==> config.mk <==
export PLATFORM = sky130hd
export DESIGN_NAME = drp_outq
export DESIGN_NICKNAME = d
export VERILOG_FILES = /design/src/drp_pkg.sv /design/src/drp_outq.sv
export SDC_FILE = /design/constraint.sdc
export NUM_CORES = 1
export LEC_CHECK = 0
export BUFFER_PORTS_ARGS = -buffer_cell sky130_fd_sc_hd__buf_2
export CORE_UTILIZATION = 55
export CTS_BUF_LIST = sky130_fd_sc_hd__clkbuf_4
export DETAILED_ROUTE_END_ITERATION = 16
export PLACE_DENSITY = 0.82
export SLEW_MARGIN = 20
export SYNTH_ARGS = -nofsm -noshare
export SYNTH_HDL_FRONTEND = slang
export SYNTH_SLANG_ARGS = --single-unit
==> constraint.sdc <==
create_clock -name clk_i -period 15.35 [get_ports clk_i]
set_input_delay 3.8375 -clock clk_i [delete_from_list [all_inputs] [get_ports clk_i]]
set_output_delay 3.8375 -clock clk_i [all_outputs]
set_load 0.01 [all_outputs]
==> src/drp_pkg.sv <==
// ----------------------------------------------------------------------------
// drp_pkg
// Shared types and constants of the double-buffered ROM responder.
// ----------------------------------------------------------------------------
package drp_pkg;

  typedef enum logic [1:0] {
    OpRead  = 2'd0,
    OpWrite = 2'd1,
    OpFlip  = 2'd2,
    OpNop   = 2'd3
  } op_e;

  // magic processor addresses, compared at 16 bits
  localparam logic [15:0] ArmAddr    = 16'h3fff;
  localparam logic [15:0] FrameAddr  = 16'h3ffe;
  localparam logic [15:0] SecondAddr = 16'h3ffd;
  localparam logic [7:0]  KeyPage    = 8'h3f;

  localparam logic [3:0] SwapDelayReset = 4'd3;

  // result queue depth
  localparam int unsigned OutqDepth = 3;

  typedef struct packed {
    op_e         op;
    logic [13:0] bus_address;
    logic [14:0] host_address;
    logic [7:0]  host_data;
  } req_t;

  typedef struct packed {
    logic [7:0]  read_data;
    logic        key_valid;
    logic [2:0]  key_slot;
    logic [7:0]  key_code;
    logic        frame_mark;
    logic [31:0] frame_count;
    logic [31:0] flip_count;
    logic        display_bank;
    logic        display_half;
  } rsp_t;

  // per-request status from the control block, everything but the rom byte
  typedef struct packed {
    logic        is_read;
    logic        key_valid;
    logic [2:0]  key_slot;
    logic [7:0]  key_code;
    logic        frame_mark;
    logic [31:0] frame_count;
    logic [31:0] flip_count;
    logic        display_bank;
    logic        display_half;
  } stat_t;

endpackage

==> src/drp_outq.sv <==
// ----------------------------------------------------------------------------
// drp_outq
// Small result queue decoupling the output handshake from the pipeline.
// ----------------------------------------------------------------------------
module drp_outq (
  input  logic          clk_i,
  input  logic          rst_ni,
  input  logic          push_i,
  input  drp_pkg::rsp_t push_rsp_i,
  output logic          out_valid_o,
  input  logic          out_ready_i,
  output drp_pkg::rsp_t out_rsp_o,
  output logic [1:0]    count_o
);

  localparam logic [1:0] LastPtr = 2'(drp_pkg::OutqDepth - 1);

  drp_pkg::rsp_t entry_q [drp_pkg::OutqDepth];
  logic [1:0]    wr_ptr_q, wr_ptr_d;
  logic [1:0]    rd_ptr_q, rd_ptr_d;
  logic [1:0]    count_q, count_d;
  logic          pop;

  assign pop = out_valid_o && out_ready_i;

  always_comb begin
    wr_ptr_d = wr_ptr_q;
    rd_ptr_d = rd_ptr_q;
    count_d  = count_q;
    if (push_i) begin
      wr_ptr_d = (wr_ptr_q == LastPtr) ? 2'd0 : wr_ptr_q + 2'd1;
    end
    if (pop) begin
      rd_ptr_d = (rd_ptr_q == LastPtr) ? 2'd0 : rd_ptr_q + 2'd1;
    end
    case ({push_i, pop})
      2'b10:   count_d = count_q + 2'd1;
      2'b01:   count_d = count_q - 2'd1;
      default: count_d = count_q;
    endcase
  end

  always_ff @(posedge clk_i or negedge rst_ni) begin
    if (!rst_ni) begin
      wr_ptr_q <= 2'd0;
      rd_ptr_q <= 2'd0;
      count_q  <= 2'd0;
    end else begin
      wr_ptr_q <= wr_ptr_d;
      rd_ptr_q <= rd_ptr_d;
      count_q  <= count_d;
    end
  end

  always_ff @(posedge clk_i) begin
    if (push_i) begin
      entry_q[wr_ptr_q] <= push_rsp_i;
    end
  end

  assign out_valid_o = (count_q != 2'd0);
  assign out_rsp_o   = entry_q[rd_ptr_q];
  assign count_o     = count_q;

endmodule

* After elaboration in Yosys (flattened, before gate mapping)
Memory sizes are Yosys's and may differ from the RTL's. Index checks and enable logic that the tools add are counted.
Word-level totals: flip-flop bits (word level) 6, bits in latches 0, RAM bits 261, ROM bits 0, input port bits 91, logic and storage cells 20, memories 1
Memory list:
- entry_q | depth 3, width 87, rd ports 1, clocked after memory_dff 0, write ports 1, RTL line drp_outq.sv:18 | drp_pkg::rsp_t entry_q [drp_pkg::OutqDepth];
Cells by class: add/subtract/negate cells 4, multiply operators 0, div/mod/pow operators 0, magnitude comparators 0, equality and inequality tests 4, shifts and indexed selects 0, muxes and demuxes 5, bitwise gates (word level) 0, reductions and logical operators 3
Operators with widths (count):
- $add 2x1->2 const B | 3
- $eq 2x2->1 const B | 3
- $mux 2 | 2
- $pmux 2 s2 | 1
- $reduce_bool 2->1 | 2
- $eq 2x1->1 const B | 1
- $mux 1 | 2
- $sub 2x1->2 const B | 1
- $logic_and 1x1->1 | 1

* Depth between registers and ports, before layout
depth in word-level cells 4, depth in mapped cells 6

* Worst setup path after synthesis
OpenSTA, ideal clock, no wires.
path type input -> register, start point input push_i, end point memory entry_q[1][0] (netlist name), enable pin, arrival time 10.210 ns, slack 4.480 ns, stages on the path 2, path buffers 0, cell sequence inv_2 > nor3b_1
Between the ends: cells in the longest elaborated chain, start to end 2
Ends and longest elaborated chain:
- start, declared | RTL line drp_outq.sv:8 | input logic push_i,
- $mux 1 | RTL line drp_outq.sv:56 | if (push_i) begin
- $mux 1 (implied by the code) | RTL line drp_outq.sv:57 | entry_q[wr_ptr_q] <= push_rsp_i;
- end, declared | RTL line drp_outq.sv:18
No other way between the ends.

==> impl_metrics.ini <==
[run_status]
status = finished clean

[final_layout]
multiInputGateArea_sq_um = 1760
n_fill_cell = 1256
finalNetCount = 899
seq_area_sq_um = 8000
drive_gt1_share_pct = 35.4
fin_util_pct = 66.5
area_growth_pct = 18.7

[worst_hold_path]
hold_end = count_o[1]
hold_depth = 1
hold_class = flip-flop to flip-flop
hp-start = count_o[1]

[timing]
relSlewSlack_pct = 45.8
max_freq_ghz = 0.148
fin_ws_ps = 8590
fin_crit_ps = 6760
tns_ps = 0
fin_skew_ps = 21.5
drv_slew = 0
final_hold_viol_count = 0
tightest_slew_ps = 813
post-route-period-util_pct = 44.0
setup_viol = 0
rsz0062_at_grt = no
whs_ps = 557

[synth]
yosysWarningCount = 0
syn_area_sq_um = 10000
netlist_top_cells_count = edfxtp_1, nand2_1, o21ai_1
yosysMostFrequentCell = edfxtp_1
synth_edf_count = 261
synth_seq_cells = 267
synthFlopType = edfxtp_1
syn-instance-count = 577
synth-async-reset-ratio_pct = 2.25
syn-num-nets = 669
synth_largest_area_cell = edfxtp_1
synthTopCellsByArea = edfxtp_1, mux2i_1, o21ai_1
avgSynthCellArea_sq_um = 17.4
ys_seq_area_share_pct = 79.6
ys_types = 19
synth.top_cell.area_share_pct = 78.1

[run]
cap_violations = 0

[critical_path]
r2r_slack_ps = 13150
crit_path_end_kind = output pin
cp_max_fo = 46
cp_data_arrival_time_ps = 2920
path_class = flip-flop to output pin
cp_slowest_cell = dfrtp_4
cp_cell_sequence = buf_4 > mux2i_1 > o21ai_1 > buf_2
slowest_delay_ps = 950
r2r_start = wr_ptr_q[0]
rr_endpoint = entry_q[1][83]
cp-start-kind = flip-flop
worstPathRequired_ps = 11510
reg2reg_depth = 3

[global_routing]
grt_usage_pct = 19.7
grt_pass1_wl_microns = 27700
first_global_vias = 5892
grt_max_degree = 77
overflow = 0
antenna_found_initial = 1

[floorplan]
core_sq_um = 17900
die_area_sq_um = 18800
pin_count = 181
row_count = 49
dieWidth_microns = 137
die_h_microns = 137
initial_core_util_pct = 56.1

[detailed_routing]
ant_nets = 0
initialDrtViolationCount = 215
drc_errors = 0
vias = 5645
vias_per_cell = 5.21
first_pass_iters = 4
wl_per_cell_microns = 16.8
totalWireLength_microns = 18200

[clock_network]
cts_setup_buffers = 0
cts_buffer_depth = 3
cts_tree = yes
h-tree-depth = 3
numClockSinks = 267
cts_buffers = 68
cts_hold_buf = 0
root_buffer = clkbuf_4
clkTransAtPathRegs_ps = 70
cts_resized = 0
clk_latency_ps = 610

[placement]
pre_cts_slack_ps = 9190
hpwl_microns = 10900
portBuffers = 180
place.gp.congestion = 0.719

[power]
peakVddDrop_uv = 96.7
p_leak_nw = 4.50
power_density_nw_per_um2 = 188
[cell type report]
class / count / share of cell area [%]
Clock buffer: 99 / 6.24
Timing Repair Buffer: 189 / 8.30
Sequential cell: 267 / 67.1
Inverter: 2 / 0.0630
Tap cell: 229 / 2.41
Multi-Input combinational cell: 279 / 14.8
Antenna cell: 1 / 0.0210
Clock inverter: 18 / 1.03
[report_power, final]
| part | leakage (nW) | internal [mW] | switching (mW) |
|---|---|---|---|
| clock | 0.522 | 0.329 | 0.261 |
| sequential | 2.48 | 0.938 | 0.0792 |
| combinational | 1.50 | 0.255 | 0.379 |
| total | 4.50 | 1.52 | 0.719 |
[critical path, delay by kind of cell, from the launching register on]
family	cells	cell delay (ps)
flip-flops	1	950
buffers and inverters	2	940
multiplexers	1	290
AO/OA/AOI/OAI	1	90
[sequential cells by signal, summed over array words and instances (netlist names)]
| name | cells |
|---|---|
| count_o | 2 |
| entry_q | 261 |
| rd_ptr_q | 2 |
| wr_ptr_q | 2 |
[cell families (layout without fill, tap and decap cells)]
kind of cell | Yosys count | count (layout) | synth area share [%]
flip-flops | 267 | 267 | 79.6
AND/OR/NAND/NOR | 96 | 96 | 3.68
AO/OA/AOI/OAI | 92 | 92 | 4.66
multiplexers | 87 | 87 | 8.68
buffers and inverters | 31 | 308 | 2.99
XOR/XNOR | 3 | 3 | 0.262
adder cells (fa/ha/maj) | 1 | 1 | 0.125
other | 0 | 1 | 0
[placed cells by master, fill, tap and decap left out, drive strengths merged]
cell / n
buf: 189
nand2: 90
clkinv: 13
bufinv: 2
ha: 1
edfxtp: 261
xor2: 1
xnor2: 2
or2: 1
nor3b: 1
dfrtp: 6
nor3: 2
a21o: 3
inv: 5
o21ai: 89
mux2i: 87
nor2: 2
diode: 1
clkbuf: 99
[per-stage QoR]
| step | cell area (sq um) | power [mW] | cells |
|---|---|---|---|
| final | 11900 | 2.24 | 1084 |
| after global routing | 11900 | 2.37 | 1084 |
| after CTS | 11900 | 2.27 | 1083 |
| after detailed placement | 11000 | 1.68 | 966 |
| after global placement | 11000 | 1.65 | 965 |
| after floorplan | 10000 | 1.48 | 577 |
[worst max path at each step]
stage                     start  slack, ps             to
finish              rd_ptr_q[0]       8590   out_rsp_o[4]
global route        rd_ptr_q[0]       8370   out_rsp_o[4]
CTS                 rd_ptr_q[0]       8500   out_rsp_o[1]
detailed placement  rd_ptr_q[0]       9190   out_rsp_o[1]
global placement    rd_ptr_q[0]       9180  out_rsp_o[85]
floorplan                push_i       4480  entry_q[1][0]
[layer usage]
layer  global-route usage (%)  vias to the layer above  wire (microns)
met2                     34.7                      210            9700
li1                         -                     2688               -
met1                     21.4                     2721            6790
met4                     8.30                        0             302
met5                        0                        -               0
met3                     7.26                       26            1430
Power figures use the tool's default switching activity.
