## src/drp_pkg.sv

```systemverilog
// ----------------------------------------------------------------------------
// drp_pkg
// Shared types and constants of the double-buffered ROM responder.
// ----------------------------------------------------------------------------
package drp_pkg;

  typedef enum logic [1:0] {
    OpRead  = 2'd0,
    OpWrite = 2'd1,
    OpFlip  = 2'd2,
    OpNop   = 2'd3
  } op_e;

  // magic processor addresses, compared at 16 bits
  localparam logic [15:0] ArmAddr    = 16'h3fff;
  localparam logic [15:0] FrameAddr  = 16'h3ffe;
  localparam logic [15:0] SecondAddr = 16'h3ffd;
  localparam logic [7:0]  KeyPage    = 8'h3f;

  localparam logic [3:0] SwapDelayReset = 4'd3;

  // result queue depth
  localparam int unsigned OutqDepth = 3;

  typedef struct packed {
    op_e         op;
    logic [13:0] bus_address;
    logic [14:0] host_address;
    logic [7:0]  host_data;
  } req_t;

  typedef struct packed {
    logic [7:0]  read_data;
    logic        key_valid;
    logic [2:0]  key_slot;
    logic [7:0]  key_code;
    logic        frame_mark;
    logic [31:0] frame_count;
    logic [31:0] flip_count;
    logic        display_bank;
    logic        display_half;
  } rsp_t;

  // per-request status from the control block, everything but the rom byte
  typedef struct packed {
    logic        is_read;
    logic        key_valid;
    logic [2:0]  key_slot;
    logic [7:0]  key_code;
    logic        frame_mark;
    logic [31:0] frame_count;
    logic [31:0] flip_count;
    logic        display_bank;
    logic        display_half;
  } stat_t;

endpackage

```

## src/drp_ctrl.sv

```systemverilog
// ----------------------------------------------------------------------------
// drp_ctrl
// Bank/half selection, key capture, countdown and counters; drives the store.
// ----------------------------------------------------------------------------
module drp_ctrl #(
  parameter int unsigned ADDRESS_BITS = 14,
  parameter int unsigned KEY_SLOTS    = 8
) (
  input  logic                    clk_i,
  input  logic                    rst_ni,
  input  logic                    accept_i,
  input  drp_pkg::req_t           req_i,
  input  logic                    cfg_we_i,
  input  logic [3:0]              cfg_wdata_i,
  output logic                    wr_en_o,
  output logic [ADDRESS_BITS+1:0] wr_addr_o,
  output logic [7:0]              wr_data_o,
  output logic                    rd_en_o,
  output logic [ADDRESS_BITS+1:0] rd_addr_o,
  output drp_pkg::stat_t          stat_o
);

  localparam int unsigned HalfW = ADDRESS_BITS;
  localparam int unsigned BankW = ADDRESS_BITS + 1;
  localparam logic [3:0]  KeySlotsLoad = 4'(KEY_SLOTS);

  logic        display_q, display_d;
  logic        half_q, half_d;
  logic        pending_q, pending_d;
  logic [3:0]  keys_left_q, keys_left_d;
  logic [3:0]  countdown_q, countdown_d;
  logic [31:0] frames_q, frames_d;
  logic [31:0] flips_q, flips_d;
  logic [3:0]  swap_delay_q;

  logic [HalfW-1:0] addr;
  logic [BankW-1:0] haddr;
  logic [15:0]      addr16;
  logic [3:0]       keys_dec;
  logic             key_valid, frame_mark;

  assign addr     = HalfW'(req_i.bus_address);
  assign haddr    = BankW'(req_i.host_address);
  assign addr16   = 16'(addr);
  assign keys_dec = keys_left_q - 4'd1;

  always_comb begin
    display_d   = display_q;
    half_d      = half_q;
    pending_d   = pending_q;
    keys_left_d = keys_left_q;
    countdown_d = countdown_q;
    frames_d    = frames_q;
    flips_d     = flips_q;
    key_valid   = 1'b0;
    frame_mark  = 1'b0;
    if (accept_i) begin
      unique case (req_i.op)
        drp_pkg::OpRead: begin
          if (addr16 == drp_pkg::ArmAddr && keys_left_q == 4'd0) begin
            keys_left_d = KeySlotsLoad;
          end else if (keys_left_q != 4'd0) begin
            // while capturing, only the key page counts; magic codes are key bytes
            if (addr16[15:8] == drp_pkg::KeyPage) begin
              keys_left_d = keys_dec;
              key_valid   = 1'b1;
            end
          end else if (addr16 == drp_pkg::FrameAddr) begin
            half_d = 1'b0;
            if (pending_q) begin
              display_d = ~display_q;
              flips_d   = flips_q + 32'd1;
            end
            frames_d   = frames_q + 32'd1;
            pending_d  = 1'b0;
            frame_mark = 1'b1;
          end else if (addr16 == drp_pkg::SecondAddr) begin
            countdown_d = swap_delay_q;
          end else if (countdown_q != 4'd0) begin
            countdown_d = countdown_q - 4'd1;
            if (countdown_q == 4'd1) begin
              half_d = 1'b1;
            end
          end
        end
        drp_pkg::OpFlip:  pending_d = 1'b1;
        drp_pkg::OpWrite: ;
        drp_pkg::OpNop:   ;
        default:          ;
      endcase
    end
  end

  always_ff @(posedge clk_i or negedge rst_ni) begin
    if (!rst_ni) begin
      display_q    <= 1'b0;
      half_q       <= 1'b0;
      pending_q    <= 1'b0;
      keys_left_q  <= 4'd0;
      countdown_q  <= 4'd0;
      frames_q     <= 32'd0;
      flips_q      <= 32'd0;
      swap_delay_q <= drp_pkg::SwapDelayReset;
    end else begin
      display_q   <= display_d;
      half_q      <= half_d;
      pending_q   <= pending_d;
      keys_left_q <= keys_left_d;
      countdown_q <= countdown_d;
      frames_q    <= frames_d;
      flips_q     <= flips_d;
      if (cfg_we_i) begin
        swap_delay_q <= cfg_wdata_i;
      end
    end
  end

  // byte comes from the current half before any side effect
  assign rd_en_o   = accept_i && (req_i.op == drp_pkg::OpRead);
  assign rd_addr_o = {display_q, half_q, addr};
  // host always writes the back bank
  assign wr_en_o   = accept_i && (req_i.op == drp_pkg::OpWrite);
  assign wr_addr_o = {~display_q, haddr};
  assign wr_data_o = req_i.host_data;

  always_comb begin
    stat_o              = '0;
    stat_o.is_read      = rd_en_o;
    stat_o.key_valid    = key_valid;
    stat_o.key_slot     = key_valid ? keys_dec[2:0] : 3'd0;
    stat_o.key_code     = key_valid ? addr16[7:0] : 8'd0;
    stat_o.frame_mark   = frame_mark;
    stat_o.frame_count  = frames_d;
    stat_o.flip_count   = flips_d;
    stat_o.display_bank = display_d;
    stat_o.display_half = half_d;
  end

endmodule

```

## config.mk

```make
export PLATFORM = sky130hd
export DESIGN_NAME = drp_ctrl
export DESIGN_NICKNAME = d
export VERILOG_FILES = /design/src/drp_pkg.sv /design/src/drp_ctrl.sv
export SDC_FILE = /design/constraint.sdc
export NUM_CORES = 1
export LEC_CHECK = 0
export BUFFER_PORTS_ARGS = -buffer_cell sky130_fd_sc_hd__buf_2
export CAP_MARGIN = 20
export CORE_MARGIN = 2
export CORE_UTILIZATION = 49
export CTS_CLUSTER_DIAMETER = 30
export DETAILED_ROUTE_END_ITERATION = 16
export MAX_ROUTING_LAYER = met4
export PLACE_DENSITY = 0.76
export SKIP_LAST_GASP = 1
export SLEW_MARGIN = 30
export SYNTH_ARGS = -nofsm -noshare
export SYNTH_HDL_FRONTEND = slang
export SYNTH_SLANG_ARGS = --single-unit
export TNS_END_PERCENT = 50
```

## constraint.sdc

```tcl
create_clock -name clk_i -period 3.2 [get_ports clk_i]
set_clock_uncertainty 0.2 [all_clocks]
set_input_delay 0.64 -clock clk_i [delete_from_list [all_inputs] [get_ports clk_i]]
set_output_delay 0.64 -clock clk_i [all_outputs]
set_load 0.05 [all_outputs]
```

# After elaboration in Yosys (flattened, before gate mapping)
# Index checks and enable logic that the tools add are counted.
# word_totals
word_cells	86
register_bits	79
inputBits	47
# classes
n_eq_ne	10
mux	46
bitwise	4
reduce_logical	14
add_sub_neg	4
# ops
cell	count
2-to-1 mux 32 bit	11
adder 32 x 1 -> 32 bit (second input constant)	2
equality test 14 bit (second input constant)	3
2-to-1 mux 1 bit	27
2-to-1 mux 4 bit	5
2-to-1 mux 8 bit	1
nonzero test 2 bit	4
nonzero test 4 bit	2
subtractor 4 x 1 -> 4 bit (second input constant)	2
equality test 6 bit (second input constant)	1
inequality test 2 bit (second input constant)	3
AND reduction 6 bit	1
AND reduction 5 bit	1
equality test 4 x 1 -> 1 bit (second input constant)	1
zero test 4 bit	1
inverter 1 bit	4
AND reduction 4 bit	1
logical AND 1 bit	3
2-to-1 mux 3 bit	1
equality test 2 x 1 -> 1 bit (second input constant)	1
equality test 2 bit (second input constant)	1
zero test 2 bit	1
case mux 1 bit (2 select lines)	1

# Depth between registers and ports, before layout
# logic_depth
word_depth	9
ltp_mapped	10

# Worst setup path before layout
# Ideal clock, no wire load.
# synth_timing
path_kind	input to output
startpoint	input port accept_i
endpoint	output port stat_o[55] (netlist bit)
setup_slack_ns	-0.426
path_stages	9
required_time_ns	2.360
arrival_time_ns	2.786
n_path_buf	1
path_cell_list	nor2b_4 nand2b_1 inv_2 and4_1 buf_6 nand3_4 nor4b_4 nand2_1 xnor2_1
# synth_rtl
item	line	source
from (decl)	drp_ctrl.sv:11	input logic accept_i,
to (decl)	drp_ctrl.sv:20	output drp_pkg::stat_t stat_o

==> flow_summary.toml <==
[critical_path]
critPathTopFamily = "simple AND/OR/NAND/NOR gates"
endpoint_kind = "output port"
critical_path.max_stage_delay_ps = 400
timing.critical_path.buf_inv = 3
crit_required_ps = 2360
setup.worst_path.start_class = "flop"
critPathMostFrequentCell = "sky130_fd_sc_hd__buf_6"
worst-setup-path-type = "reg -> out"
critPathSlowestCell = "sky130_fd_sc_hd__dfrtp_1"
crit_path_cell_trace = "inv_2, ha_4, nor3b_4, and4_4, buf_6, nand3_4, or3_4, nor2_4, xor2_4, buf_6"
critical_path.max_fanout = 4
arrival_time_worst_endpoint_ps = 2560

[sta]
setup_failing_eps_final = 56
max-slew-margin-rel_pct = 52.3
slew_violations = 0
fin_setup_tns_ps = -4320
share_of_the_clock_period_used_by_the_worst_path_after_layout_pct = 106
max_slew.worst_pin.slew_ps = 716
post-route-worst-setup-slack_ps = -196
setup_repair_after_global_routing_missed_its_margin = "true"
max_clock_freq_ghz = 0.294
finalWorstPathRequiredPeriod_ps = 3400
total_count_of_hold_check_failures_in_the_final_report = 0

[worst_hold_path]
hold_path.class = "in -> async"

[pwr]
power.share.sequential_pct = 50.0
power.share.combinational_pct = 9.9
cellLeakagePower_uw = 0.00352
clock_power_share_pct = 40.1
internal-power_uw = 1530
p_sw_share_pct = 25.6
power.net_switching_uw = 527
irDropWorstVdd_v = 0.000279
p_per_area_nw_per_um2 = 304

[floorplan]
design.portCount = 169
core_sq_um = 8590
num_rows = 34
dieArea_sq_um = 9520
die_y_microns = 97.5
start_util_pct = 49.9
die_width_microns = 97.5

[route]
drc_errors = 0
route.detailed.wl_per_inst_microns = 16.4
firstDrtPassIters = 5
detail_route.iter0.violations = 116
via_per_inst = 5.22
routed_wl_microns = 12000
vias = 3797
detail-route-antenna-nets = 0

[cells_and_area]
fin_cells = 728
fill_cells = 518
antenna-diode-count = 0
nets = 668
final_layout_size_suffix_gt1_share_pct = 56.0
multi_input_area_sq_um = 2710
fin_area_sq_um = 6780
area_growth_pct = 58.2
regArea_sq_um = 1980

[clocking]
cts_sinks = 79
cts.reportedPaths.clkPinSlew_ps = 90
ctsLongestPathBuffers = 2
cts_tree = "yes"
cts_htree_levels = 3
cts.root.buffer_cell = "sky130_fd_sc_hd__clkbuf_8"
clk_latency_ps = 350
tritoncts.num_buffers = 9
postCtsHoldBufs = 0

[global_routing]
grt_antenna_before_repair = 0
grt_start_max_net_pins = 80
grt_first_pass_wirelength_microns = 18200
globalRouteTotalUtil_pct = 24.4
grt_pass1_vias = 3844
globalRoute.totalOverflow = 0

[synth]
ys_seq_elements = 79
netlist-cell-type-count = 49
synth.cell_area_sq_um = 4290
dominantRegCellSynth = "sky130_fd_sc_hd__dfrtp_1"
postSynthAreaPerCell_sq_um = 9.95
postSynth.asyncResetShare_pct = 100
yosys_warnings = 0
synth_fp_nets = 484
postSynthCellCount = 431
synth-edff-count = 0
synth_sequential_area_ratio_pct = 46.2

[status]
failed_checks = "negative setup slack"
run_status = "finished, violations left"

[place]
detailed_place_hpwl_microns = 7910
placedCellCount = 665
port-buffer-count = 122
dpl-instance-area_sq_um = 5560
gp_routability_congestion = 0.858

[job]
max_cap_violations = 0
flip-flops by register name, indices dropped and copies added (netlist names):
register,count
flips_q,32
frames_q,32
countdown_q,4
keys_left_q,4
swap_delay_q,4
display_q,1
half_q,1
pending_q,1
what timing repair did:
item	4_1_cts	5_1_grt
setup buffers	18	30
setup endpoints to repair	65	70
pin swaps	27	33
gates resized for setup	97	90
synth_stat cells (all sizes together) (6+ instances only):
library cell  count  area (sq um)
xor2             25           219
nand2            48           180
nor2             38           148
and4              6          52.6
nor3             13          70.1
and3              6          38.8
nand3            34           200
buf              47           352
dfrtp            77          1930
nand4            19           125
ha                6          75.1
and2             13          82.6
xnor2            39           342
o21ai             7          35.0
inv              14          52.6
metal layers:
layer / global-route usage, % / part of all wire, %
met1: 29.1 / 39
met2: 42.0 / 54
met3: 4.17 / 4.9
met4: 8.23 / 2.2
met5: - / 0
worst paths after layout:
| check | startpoint | end | slack (ps) | cells after the start |
|---|---|---|---|---|
| max | keys_left_q[1]$_DFFE_PN0P_ | stat_o[13] | -200 | 10 |
| max in group asynchronous | rst_ni | flips_q[12]$_DFF_PN0_ | 2170 | 1 |
| min reg2reg | flips_q[17]$_DFF_PN0_ | flips_q[17]$_DFF_PN0_ | 300 | 1 |
| max reg2reg | keys_left_q[1]$_DFFE_PN0P_ | flips_q[22]$_DFF_PN0_ | 580 | 13 |
| min in group clk_i | flips_q[17]$_DFF_PN0_ | flips_q[17]$_DFF_PN0_ | 300 | 1 |
| min | rst_ni | display_q$_DFF_PN0_ | 110 | 1 |
stage by stage:
stage	hold WS, ps	utilization, %	setup WS (ps)	power [uW]
floorplan	144	-	-237	1240
global placement	274	64.6	-197	1230
detailed placement	275	64.6	-250	1240
CTS	141	72.9	-176	2070
global route	169	78.9	-299	2130
finish	111	78.9	-196	2060
placed cells by master (no fill, tap or decap), types with 10 or more instances in the layout:
| master | n |
|---|---|
| sky130_fd_sc_hd__nand2_1 | 44 |
| sky130_fd_sc_hd__buf_4 | 105 |
| sky130_fd_sc_hd__dfrtp_1 | 76 |
| sky130_fd_sc_hd__buf_6 | 46 |
| sky130_fd_sc_hd__nand3_1 | 27 |
| sky130_fd_sc_hd__xnor2_2 | 18 |
| sky130_fd_sc_hd__nand4_1 | 18 |
| sky130_fd_sc_hd__nor2_1 | 24 |
| sky130_fd_sc_hd__inv_1 | 10 |
| sky130_fd_sc_hd__buf_2 | 69 |
| sky130_fd_sc_hd__xor2_1 | 10 |
| sky130_fd_sc_hd__xnor2_4 | 12 |
| sky130_fd_sc_hd__and2_1 | 12 |
worst register-to-register path: stages, from the launching register on:
cell	delay, ps
sky130_fd_sc_hd__dfrtp_1	400
sky130_fd_sc_hd__inv_2	90
sky130_fd_sc_hd__ha_4	140
sky130_fd_sc_hd__nor3b_4	210
sky130_fd_sc_hd__and4_4	290
sky130_fd_sc_hd__buf_6	120
sky130_fd_sc_hd__nand4_1	160
sky130_fd_sc_hd__buf_4	200
sky130_fd_sc_hd__nor2_4	100
sky130_fd_sc_hd__xor2_2	100
sky130_fd_sc_hd__buf_4	150
sky130_fd_sc_hd__buf_4	130
sky130_fd_sc_hd__buf_4	120
sky130_fd_sc_hd__buf_4	120
power by group through the flow:
stage / sequential [uW] / clock [uW] / combinational (uW)
final: 1030 / 827 / 203
after global routing: 1030 / 875 / 224
after global placement: 1050 / 0 / 179
after detailed placement: 1050 / 0 / 187
after CTS: 1030 / 836 / 199
after floorplan: 1050 / 0 / 194
cells by family after synthesis:
kind of cell / count (synthesis) / synth area share, %
flip-flops: 79 / 46.2
AND/OR/NAND/NOR: 193 / 25.1
XOR/XNOR: 64 / 13.1
AO/OA/AOI/OAI: 22 / 3.18
buffers and inverters: 63 / 9.72
adder cells (fa/ha/maj): 6 / 1.75
multiplexers: 4 / 1.05
layout make-up:
class / instances / share of cell area, %
multi-input combinational: 289 / 40.0
sequential: 79 / 29.2
timing repair buffer: 222 / 24.8
tap: 108 / 1.99
clock buffer: 9 / 1.83
clock inverter: 7 / 1.40
inverter: 14 / 0.848
(Power assumes the default switching activity.)
